`src/sv/pbc_pkg.sv`:
```
// Shared types and constants for the period barrier controller.
package pbc_pkg;

    localparam int NUM_CLIENTS = 64;
    localparam int CLIENT_AW   = $clog2(NUM_CLIENTS);
    localparam int SCAN_W      = $clog2(NUM_CLIENTS + 1);
    localparam int CFG_IDX_W   = 8;

    typedef enum logic [1:0] {
        OP_REGISTER   = 2'd0,
        OP_UNREGISTER = 2'd1,
        OP_FINISHED   = 2'd2
    } t_opcode;

    typedef enum logic [2:0] {
        ST_OK          = 3'd0,
        ST_ALREADY_REG = 3'd1,
        ST_RANGE       = 3'd2,
        ST_NOT_REG     = 3'd3,
        ST_AHEAD       = 3'd4,
        ST_STALE       = 3'd5,
        ST_HALTED      = 3'd6
    } t_status;

    localparam logic [CFG_IDX_W-1:0] CFG_MIN_COUNT   = 8'd0;
    localparam logic [CFG_IDX_W-1:0] CFG_RUN_TIME    = 8'd1;
    localparam logic [CFG_IDX_W-1:0] CFG_HALT_PERIOD = 8'd2;

    typedef struct packed {
        logic [1:0]         opcode;
        logic [15:0]        client_num;
        logic signed [31:0] period_id;
    } t_in;

    typedef struct packed {
        t_status     status;
        logic        permission_sent;
        logic [30:0] permission_period;
        logic [31:0] permission_run_time;
        logic [31:0] permission_sequence;
        logic [6:0]  registered_count;
        logic        halted;
    } t_out;

    typedef struct packed {
        logic [6:0]  min_count;
        logic [31:0] barrier_run_time;
        logic [30:0] halt_period;
    } t_cfg;

    typedef struct packed {
        logic        registered;
        logic [31:0] last_period;
    } t_entry;

    typedef struct packed {
        logic                 rd_en;
        logic [CLIENT_AW-1:0] rd_addr;
        logic                 wr_en;
        logic [CLIENT_AW-1:0] wr_addr;
        t_entry               wr_data;
    } t_mem_req;

endpackage

```
`src/sv/pbc_mem.sv`:
```
// Client table: one synchronous RAM with per-entry valid bits cleared at reset.
module pbc_mem (
    input  logic              i_clk,
    input  logic              i_rst_n,
    input  pbc_pkg::t_mem_req i_req,
    output pbc_pkg::t_entry   o_rd
);
    import pbc_pkg::*;

    t_entry                 r_mem [NUM_CLIENTS];
    logic [NUM_CLIENTS-1:0] r_valid;
    t_entry                 r_rd_data;
    logic                   r_rd_vld;

    always_ff @(posedge i_clk) begin
        if (i_req.wr_en) begin
            r_mem[i_req.wr_addr] <= i_req.wr_data;
        end
        if (i_req.rd_en) begin
            r_rd_data <= r_mem[i_req.rd_addr];
        end
    end

    always_ff @(posedge i_clk) begin
        if (!i_rst_n) begin
            r_valid  <= '0;
            r_rd_vld <= 1'b0;
        end else begin
            if (i_req.wr_en) begin
                r_valid[i_req.wr_addr] <= 1'b1;
            end
            if (i_req.rd_en) begin
                r_rd_vld <= r_valid[i_req.rd_addr];
            end
        end
    end

    // never-written entries read as the reset value
    assign o_rd = r_rd_vld ? r_rd_data : '0;

endmodule

```
`src/sv/pbc_core.sv`:
```
// Request sequencer: table read-modify-write, completion scan and global state.
module pbc_core (
    input  logic              i_clk,
    input  logic              i_rst_n,
    input  logic              i_start,
    input  pbc_pkg::t_in      i_req,
    input  pbc_pkg::t_cfg     i_cfg,
    input  logic              i_take,
    output logic              o_idle,
    output logic              o_done,
    output pbc_pkg::t_out     o_res,
    output pbc_pkg::t_mem_req o_mem,
    input  pbc_pkg::t_entry   i_rd
);
    import pbc_pkg::*;

    typedef enum logic [3:0] {
        S_IDLE = 4'b0001,
        S_EVAL = 4'b0010,
        S_SCAN = 4'b0100,
        S_DONE = 4'b1000
    } t_state;

    t_state            r_state, n_state;
    t_in               r_req, n_req;
    t_out              r_res, n_res;
    logic [31:0]       r_cur, n_cur;
    logic [6:0]        r_count, n_count;
    logic [31:0]       r_seq, n_seq;
    logic              r_halt, n_halt;
    logic [SCAN_W-1:0] r_idx, n_idx;
    logic              r_all, n_all;

    logic    id_ok;
    logic    fin;
    logic    send;
    t_status status;

    assign id_ok = r_req.client_num < 16'(NUM_CLIENTS);

    always_comb begin
        n_state = r_state;
        n_req   = r_req;
        n_res   = r_res;
        n_cur   = r_cur;
        n_count = r_count;
        n_seq   = r_seq;
        n_halt  = r_halt;
        n_idx   = r_idx;
        n_all   = r_all;
        o_mem   = '0;
        fin     = 1'b0;
        send    = 1'b0;
        status  = ST_OK;

        case (r_state)
            S_IDLE: begin
                if (i_start) begin
                    n_req         = i_req;
                    o_mem.rd_en   = 1'b1;
                    o_mem.rd_addr = i_req.client_num[CLIENT_AW-1:0];
                    n_state       = S_EVAL;
                end
            end
            S_EVAL: begin
                fin           = 1'b1;
                o_mem.wr_addr = r_req.client_num[CLIENT_AW-1:0];
                if (r_halt) begin
                    status = ST_HALTED;
                end else begin
                    case (r_req.opcode)
                        OP_REGISTER: begin
                            if (!id_ok) begin
                                status = ST_RANGE;
                            end else if (i_rd.registered) begin
                                status = ST_ALREADY_REG;
                            end else begin
                                o_mem.wr_en   = 1'b1;
                                o_mem.wr_data = '{registered: 1'b1, last_period: r_cur};
                                n_count       = r_count + 7'd1;
                                send          = n_count >= i_cfg.min_count;
                            end
                        end
                        OP_UNREGISTER: begin
                            if (!id_ok) begin
                                status = ST_RANGE;
                            end else if (!i_rd.registered) begin
                                status = ST_NOT_REG;
                            end else begin
                                o_mem.wr_en   = 1'b1;
                                o_mem.wr_data = '{registered: 1'b0,
                                                  last_period: i_rd.last_period};
                                n_count       = r_count - 7'd1;
                            end
                        end
                        OP_FINISHED: begin
                            if (r_req.period_id > signed'(r_cur)) begin
                                status = ST_AHEAD;
                            end else if (!id_ok) begin
                                status = ST_RANGE;
                            end else if (!i_rd.registered) begin
                                status = ST_NOT_REG;
                            end else if (r_req.period_id < signed'(i_rd.last_period)) begin
                                status = ST_STALE;
                            end else begin
                                o_mem.wr_en   = 1'b1;
                                o_mem.wr_data = '{registered: 1'b1,
                                                  last_period: r_req.period_id};
                                fin           = 1'b0;
                                n_idx         = '0;
                                n_all         = 1'b1;
                                n_state       = S_SCAN;
                            end
                        end
                        default: begin
                            status = ST_OK;
                        end
                    endcase
                end
            end
            S_SCAN: begin
                // read issued one cycle, checked the next
                if (r_idx < SCAN_W'(NUM_CLIENTS)) begin
                    o_mem.rd_en   = 1'b1;
                    o_mem.rd_addr = r_idx[CLIENT_AW-1:0];
                    n_idx         = r_idx + SCAN_W'(1);
                end
                if (r_idx != '0 && i_rd.registered && i_rd.last_period != r_cur) begin
                    n_all = 1'b0;
                end
                if (r_idx == SCAN_W'(NUM_CLIENTS)) begin
                    fin  = 1'b1;
                    send = n_all;
                    if (n_all) begin
                        n_cur = r_cur + 32'd1;
                    end
                end
            end
            S_DONE: begin
                if (i_take) begin
                    n_state = S_IDLE;
                end
            end
            default: begin
                n_state = S_IDLE;
            end
        endcase

        if (fin) begin
            if (!r_halt) begin
                if (send) begin
                    n_seq = r_seq + 32'd1;
                end
                if (i_cfg.halt_period != '0 && !n_cur[31] &&
                    n_cur[30:0] >= i_cfg.halt_period) begin
                    n_halt = 1'b1;
                end
            end
            n_res.status              = status;
            n_res.permission_sent     = send;
            n_res.permission_period   = send ? n_cur[30:0] : '0;
            n_res.permission_run_time = send ? i_cfg.barrier_run_time : '0;
            n_res.permission_sequence = send ? n_seq : '0;
            n_res.registered_count    = n_count;
            n_res.halted              = n_halt;
            n_state                   = S_DONE;
        end
    end

    always_ff @(posedge i_clk) begin
        r_req <= n_req;
        r_res <= n_res;
        r_idx <= n_idx;
        r_all <= n_all;
    end

    always_ff @(posedge i_clk) begin
        if (!i_rst_n) begin
            r_state <= S_IDLE;
            r_cur   <= 32'd1;
            r_count <= '0;
            r_seq   <= '0;
            r_halt  <= 1'b0;
        end else begin
            r_state <= n_state;
            r_cur   <= n_cur;
            r_count <= n_count;
            r_seq   <= n_seq;
            r_halt  <= n_halt;
        end
    end

    assign o_idle = r_state == S_IDLE;
    assign o_done = r_state == S_DONE;
    assign o_res  = r_res;

endmodule

```
`src/sv/period_barrier_controller_unit.sv`:
```
// Top level of the period barrier controller: ports, config registers, output register.
//
//  channel | direction | handshake                 | payload
//  --------+-----------+---------------------------+---------------------------
//  in      | in        | i_in_valid / o_in_ready   | i_in  (pbc_pkg::t_in)
//  out     | out       | o_out_valid / i_out_ready | o_out (pbc_pkg::t_out)
//  cfg     | in        | i_cfg_valid / o_cfg_ready | i_cfg_index, i_cfg_data
//
// Every request other than a valid finished request goes through the table read and
// evaluation; a valid finished request then scans all NUM_CLIENTS entries, one per cycle.
// A new request is taken while the previous result waits in the output register;
// the sequencer holds its result until that register frees up.
// Reset (i_rst_n low, synchronous) clears the valid bits of the client RAM at once.
module period_barrier_controller_unit (
    input  logic                             i_clk,
    input  logic                             i_rst_n,
    input  logic                             i_in_valid,
    output logic                             o_in_ready,
    input  pbc_pkg::t_in                     i_in,
    output logic                             o_out_valid,
    input  logic                             i_out_ready,
    output pbc_pkg::t_out                    o_out,
    input  logic                             i_cfg_valid,
    output logic                             o_cfg_ready,
    input  logic [pbc_pkg::CFG_IDX_W-1:0]    i_cfg_index,
    input  logic [31:0]                      i_cfg_data
);
    import pbc_pkg::*;

    t_cfg     r_cfg;
    logic     r_out_valid;
    t_out     r_out;
    logic     core_idle;
    logic     core_done;
    logic     take;
    t_out     core_res;
    t_mem_req mem_req;
    t_entry   mem_rd;

    assign o_cfg_ready = 1'b1;
    assign o_in_ready  = core_idle;
    assign take        = core_done && (!r_out_valid || i_out_ready);

    always_ff @(posedge i_clk) begin
        if (!i_rst_n) begin
            r_cfg.min_count        <= 7'd1;
            r_cfg.barrier_run_time <= '0;
            r_cfg.halt_period      <= '0;
        end else if (i_cfg_valid) begin
            case (i_cfg_index)
                CFG_MIN_COUNT:   r_cfg.min_count        <= i_cfg_data[6:0];
                CFG_RUN_TIME:    r_cfg.barrier_run_time <= i_cfg_data;
                CFG_HALT_PERIOD: r_cfg.halt_period      <= i_cfg_data[30:0];
                default: begin
                end
            endcase
        end
    end

    always_ff @(posedge i_clk) begin
        if (!i_rst_n) begin
            r_out_valid <= 1'b0;
        end else if (take) begin
            r_out_valid <= 1'b1;
        end else if (i_out_ready) begin
            r_out_valid <= 1'b0;
        end
    end

    always_ff @(posedge i_clk) begin
        if (take) begin
            r_out <= core_res;
        end
    end

    assign o_out_valid = r_out_valid;
    assign o_out       = r_out;

    pbc_core u_core (
        .i_clk   (i_clk),
        .i_rst_n (i_rst_n),
        .i_start (i_in_valid && o_in_ready),
        .i_req   (i_in),
        .i_cfg   (r_cfg),
        .i_take  (take),
        .o_idle  (core_idle),
        .o_done  (core_done),
        .o_res   (core_res),
        .o_mem   (mem_req),
        .i_rd    (mem_rd)
    );

    pbc_mem u_mem (
        .i_clk   (i_clk),
        .i_rst_n (i_rst_n),
        .i_req   (mem_req),
        .o_rd    (mem_rd)
    );

    a_count_range: assert property (@(posedge i_clk) disable iff (!i_rst_n)
        o_out_valid |-> o_out.registered_count <= 7'(NUM_CLIENTS))
        else $error("registered count above table size");

    a_no_perm_zero: assert property (@(posedge i_clk) disable iff (!i_rst_n)
        (o_out_valid && !o_out.permission_sent) |->
            (o_out.permission_period == '0 && o_out.permission_run_time == '0
             && o_out.permission_sequence == '0))
        else $error("permission fields set without a permission");

    a_halt_status: assert property (@(posedge i_clk) disable iff (!i_rst_n)
        (o_out_valid && o_out.status == ST_HALTED) |-> o_out.halted)
        else $error("halted status without halt flag");

    a_one_at_a_time: assert property (@(posedge i_clk) disable iff (!i_rst_n)
        (i_in_valid && o_in_ready) |=> !o_in_ready)
        else $error("request taken while another is in flight");

endmodule
```
`config.mk`:
```
export PLATFORM = sky130hd
export DESIGN_NAME = period_barrier_controller_unit
export DESIGN_NICKNAME = d
export VERILOG_FILES = /design/src/sv/pbc_pkg.sv /design/src/sv/pbc_mem.sv /design/src/sv/pbc_core.sv /design/src/sv/period_barrier_controller_unit.sv
export SDC_FILE = /design/constraint.sdc
export NUM_CORES = 2
export LEC_CHECK = 0
export BUFFER_PORTS_ARGS = -buffer_cell sky130_fd_sc_hd__buf_2
export CAP_MARGIN = 0
export CORE_ASPECT_RATIO = 0.7
export CORE_MARGIN = 5
export CORE_UTILIZATION = 40
export CTS_CLUSTER_DIAMETER = 150
export CTS_CLUSTER_SIZE = 16
export DETAILED_ROUTE_END_ITERATION = 12
export GPL_TIMING_DRIVEN = 0
export SYNTH_ARGS = -nofsm -noshare
export SYNTH_HDL_FRONTEND = slang
export SYNTH_HIERARCHICAL = 1
export SYNTH_SLANG_ARGS = --single-unit
```
`constraint.sdc`:
```
create_clock -name i_clk -period 26.2 [get_ports i_clk]
set_clock_uncertainty 0.2 [all_clocks]
set_input_delay 1.31 -clock i_clk [delete_from_list [all_inputs] [get_ports i_clk]]
set_output_delay 1.31 -clock i_clk [all_outputs]
set_load 0.01 [all_outputs]
```
### Word-level counts from Yosys, hierarchy flattened

Memory sizes are Yosys's and may differ from the RTL's. A register that Yosys moved wholly into a read port is not among the register bits.
Index checks and enable logic that the tools add are counted.

* memories kept: 1
* bits in writable memories: 2112
* register bits after elaboration: 484

* mux-type cells: 98
* order comparisons: 9
* eq/ne operators: 28
* bitwise operators: 4
* reduce and logical (&&, ||, !) cells: 26
* $add $sub $neg: 5

Memory list
* u_mem.r_mem: depth 64, bits a word 33, read ports 1, clocked after memory_dff 1, wr ports 1, line pbc_mem.sv:10 `t_entry r_mem [NUM_CLIENTS];`

Operator list (count)
* 33-bit two-way mux: 9
* 32-bit two-way mux: 6
* 7-bit two-way mux: 15
* 33-bit case mux with 3 select lines: 1
* 32-bit by 1-bit adder with 32-bit output, second input constant: 2
* 64-bit OR: 1
* 7-bit case mux with 2 select lines: 3
* 40-bit two-way mux: 1
* 1-bit two-way mux: 38
* 4-bit two-way mux: 9
* 32-bit greater-than comparator: 1
* 32-bit < comparator: 1
* 32-bit inequality test: 1
* 31-bit >= comparator: 1
* 31-bit nonzero test: 1
* 3-bit two-way mux: 7
* 9-bit AND reduction: 2
* 16-bit by 7-bit < comparator with 1-bit output, second input constant: 1
* 4-bit case mux with 4 select lines: 1
* 3-bit by 1-bit inequality test with 1-bit output, second input constant: 5
* 7-bit by 1-bit adder with 7-bit output, second input constant: 2
* 6-bit by 7-bit < comparator with 1-bit output, second input constant: 2
* 2-bit by 1-bit inequality test with 1-bit output, second input constant: 7
* 3-bit case mux with 3 select lines: 1
* 33 further kinds: 52

### Longest topological paths before layout

* word-level depth: 14
* gate-level depth with buffers: 20
* gate-level depth less buffers: 18

### By module

Netlist, hierarchy kept.

By module, submodules not included
* pbc_mem: cells an instance 3374, instances 1, area each 84000.6 µm²
* pbc_core: cells an instance 1431, instances 1, area each 13952.1 µm²
* period_barrier_controller_unit: cells an instance 382, instances 1, area each 5958.2 µm²

### Least setup slack after synthesis

Ideal clock, no wire load.

* path type: reg-to-reg
* from: register u_mem.r_rd_vld
* to: register u_core.r_res (netlist bit u_core/o_res[0]), enable pin
* cell stages (with the launch flop): 12
* arrival time: 7.601 ns
* path slack: 17.789 ns
* path through: dfxtp_1 > clkbuf_1 > and2_1 > inv_1 > ha_1 > a21oi_1 > o21ai_0 > a221oi_1 > a31oi_1 > nor3_1 > a2111oi_2 > a21oi_1

RTL lines
* from (decl): line pbc_mem.sv:13 `logic r_rd_vld;`
* from (signal assigned): line pbc_mem.sv:33 `r_rd_vld <= r_valid[i_req.rd_addr];`
* to (signal assigned): line pbc_core.sv:172 `r_res <= n_res;`
* to (decl): line pbc_core.sv:26 `t_out r_res, n_res;`

==> flow_metrics.env <==
export IMPL_fmax_mhz=112.1
export IMPL_cts_tree="built"
export IMPL_setup_tns_final_ns=0
export IMPL_critPathCaptureType="flop"
export IMPL_hold_path_startpoint="u_core/o_res[22]"
export IMPL_ys_flop_type="edfxtp_1"
export IMPL_synth_seq_cells=2629
export IMPL_synth_nets=5389
export IMPL_start_util=0.4021
export IMPL_die_area_um2=270200
export IMPL_nFillCells=21810
export IMPL_drt_drc_violations_left=0
export IMPL_required_ns=26.78
export IMPL_pin_count=205
export IMPL_worstHoldPathCells=0
export IMPL_nets=5924
export IMPL_mostFrequentLayoutCells="edfxtp_1, mux4_2, buf_2"
export IMPL_globalplace_congestion=0.8634
export IMPL_yosysWarnings=6
export IMPL_numCtsBuffers=190
export IMPL_dp_slack_ns=17.60
export IMPL_min_path_type="flop to flop"
export IMPL_cp_start_kind="flop"
export IMPL_antenna_left=0
export IMPL_postCtsSetupRepairBufs=0
export IMPL_fin_crit_ns=8.921
export IMPL_wire_per_inst_um=31.84
export IMPL_min_to="o_out[22]"
export IMPL_first_pass_iters=6
export IMPL_r2r_end="u_core/r_halt"
export IMPL_core_um2=258400
export IMPL_grt_antenna_before_repair=38
export IMPL_finalCritPeriodShare=0.3405
export IMPL_rows=156
export IMPL_total_leakage_power_nw=30.87
export IMPL_critical_path_slowest_cell="nor4_1"
export IMPL_dieWidth_um=619.2
export IMPL_grt_pass1_vias=52840
export IMPL_viasPerCell=5.913
export IMPL_timing_rr_start="u_mem/r_rd_vld"
export IMPL_setup_viol=0
export IMPL_crit_arrival_ns=9.50
export IMPL_grt_overflow=0
export IMPL_tightest_slew_ns=1.397
export IMPL_outcome="completed"
export IMPL_syn_instance_count=5187
export IMPL_synthToLayoutAreaGrowth_pct=13.73
export IMPL_synth_edff_count=2417
export IMPL_die_h_um=436.4
export IMPL_r2r_slack_ns=17.28
export IMPL_async_flop_share=0
export IMPL_cp_max_fo=10
export IMPL_syn_cell_area_um2=103900
export IMPL_power_density_nw_per_um2=71.09
export IMPL_cp_slowest_stage_delay_ns=1.10
export IMPL_rsz0062_at_grt="no"
export IMPL_worstSkewPairLatency_ns=0.87
export IMPL_cts_repair_resize_count=0
export IMPL_io_buffers=203
export IMPL_cts_sinks=2629
export IMPL_hold_buffers=0
export IMPL_drtIter0Drc=7723
export IMPL_relSlewSlack=0.06894
export IMPL_critPathKind="flop to flop"
export IMPL_seq_area_frac_synth=0.7393
export IMPL_h_tree_depth=4
export IMPL_yosysUniqueCellTypes=80
export IMPL_drv_cap=0
export IMPL_gr_usage_all_layers=0.2150
export IMPL_crit_top_cell="nand4_1"
export IMPL_worst_slack_ns=17.28
export IMPL_rr_worst_depth=20
export IMPL_synth_avg_cell_area_um2=20.03
export IMPL_power_mw=8.401
export IMPL_cts_max_path_buffers=4
export IMPL_finalHoldViolCount=0
export IMPL_peakVddDrop_mv=0.04690
export IMPL_path_clk_slew_ns=0.08
export IMPL_layout_commonest_cell="edfxtp_1"
export IMPL_report_final_slew_viol_count=0
export IMPL_path_cells="clkbuf_1, and2_1, xnor2_1, nand4_1, nor4_1, a21oi_1, nor4_4, clkbuf_1, nand4_1, xnor2_1, inv_1, ha_1, and3_1, nand4_1, or3_1, or4_1, o221ai_1, nor4_1, nor4bb_1, and3_1"
export IMPL_grt_start_max_net_pins=58
export IMPL_cts_root_buffer="clkbuf_16"
export IMPL_wl_um=295900
export IMPL_layout_drive_gt1_share=0.2534
export IMPL_grt_pass1_wl_um=412700
export IMPL_num_vias=54950
export IMPL_dp_hpwl_um=210100
==> critical path: cells and delay by family (launching register included) <==
family          cells  cell delay [ns]
compound gates      2             0.78
xor+xnor            2             0.78
fa+ha+maj           1             0.31
buf+inv             3             1.00
flops               1             0.57
simple gates       12             5.15
==> worst max path at each step <==
stage / from / end / slack, ns / depth (start not counted)
3_5_place_dp: u_mem/r_rd_vld / u_core/r_halt / 17.60 / 20
3_3_place_gp: u_mem/r_rd_vld / u_core/o_res[83] / 13.42 / 11
4_1_cts: u_mem/r_rd_vld / u_core/r_halt / 17.51 / 20
2_1_floorplan: u_mem/r_rd_vld / u_core/o_res[0] / 17.79 / 11
6_report: u_mem/r_rd_vld / u_core/r_halt / 17.28 / 20
5_1_grt: u_mem/r_rd_vld / u_core/r_halt / 16.85 / 20
==> layout make-up <==
class                   count  area (um2)  area share
plain buffers             262        1277     0.01081
clock inverters             3       45.04   0.0003812
inverters                 147       551.8    0.004669
multi-input cells        2149       26090      0.2208
repair buffers            343        3842     0.03252
flip-flops and latches   2629       76820      0.6501
well taps                3476        4349     0.03680
diodes                     17       42.54   0.0003600
clock buffers             267        5150     0.04358
==> logic make-up after synthesis <==
logic type	share of synthesized area
simple gates	0.03842
mux	0.1603
fa+ha+maj	0.01288
xor+xnor	0.008429
flops	0.7393
compound gates	0.02303
buf+inv	0.01753
other cells	0.00003609
==> per-layer routing <==
layer	track usage	wire length, um	vias to the layer above	share of wire
li1	-	-	22070	-
met1	0.3467	133100	29690	0.45
met2	0.2894	121300	2781	0.41
met3	0.05873	35160	408	0.12
met4	0.04430	6264	2	0.021
met5	0	13	-	0.000044
==> cell usage after synthesis (33+ instances only) <==
cell | instances | area [um2]
a21oi_1 | 88 | 440.4
a22oi_1 | 33 | 247.7
and2_1 | 55 | 344.1
buf_2 | 57 | 285.3
clkbuf_1 | 142 | 533.0
dfxtp_1 | 212 | 4244
edfxtp_1 | 2417 | 72580
ha_1 | 107 | 1339
inv_1 | 145 | 544.3
mux2i_1 | 121 | 1211
mux4_2 | 685 | 15430
nand2_1 | 184 | 690.7
nand3_1 | 40 | 200.2
nand4_1 | 44 | 275.3
nor2_1 | 202 | 758.2
nor2b_1 | 57 | 356.6
o21a_1 | 68 | 510.5
o21ai_0 | 57 | 285.3
xnor2_1 | 85 | 744.5
==> power by group <==
part	switching, mW	total [mW]	internal, mW
combinational	0.685	1.04	0.355
sequential	0.0399	4.63	4.59
clock	1.38	2.74	1.36
total	2.10	8.40	6.30
==> flip-flops by register name, indices dropped and copies added (netlist names), 32 cells and up <==
signal,flops
u_mem/r_rd_data,33
u_mem/r_mem,2112
u_core/r_req,50
o_out,107
r_cfg,70
u_core/o_res,107
u_core/r_cur,32
u_mem/r_valid,64
u_core/r_seq,32
==> metrics by stage <==
stage / hold WS [ns] / area, um2 / cells / utilization
floorplan: 0.2003 / 103900 / 5187 / -
global placement: 0.2016 / 109300 / 8866 / 0.4228
detailed placement: 0.2045 / 112900 / 9004 / 0.4368
CTS: 0.1835 / 118100 / 9274 / 0.4569
global route: 0.1940 / 118100 / 9281 / 0.4572
finish: 0.1789 / 118200 / 9293 / 0.4573
Note: power is estimated with default switching activity, not from simulation.
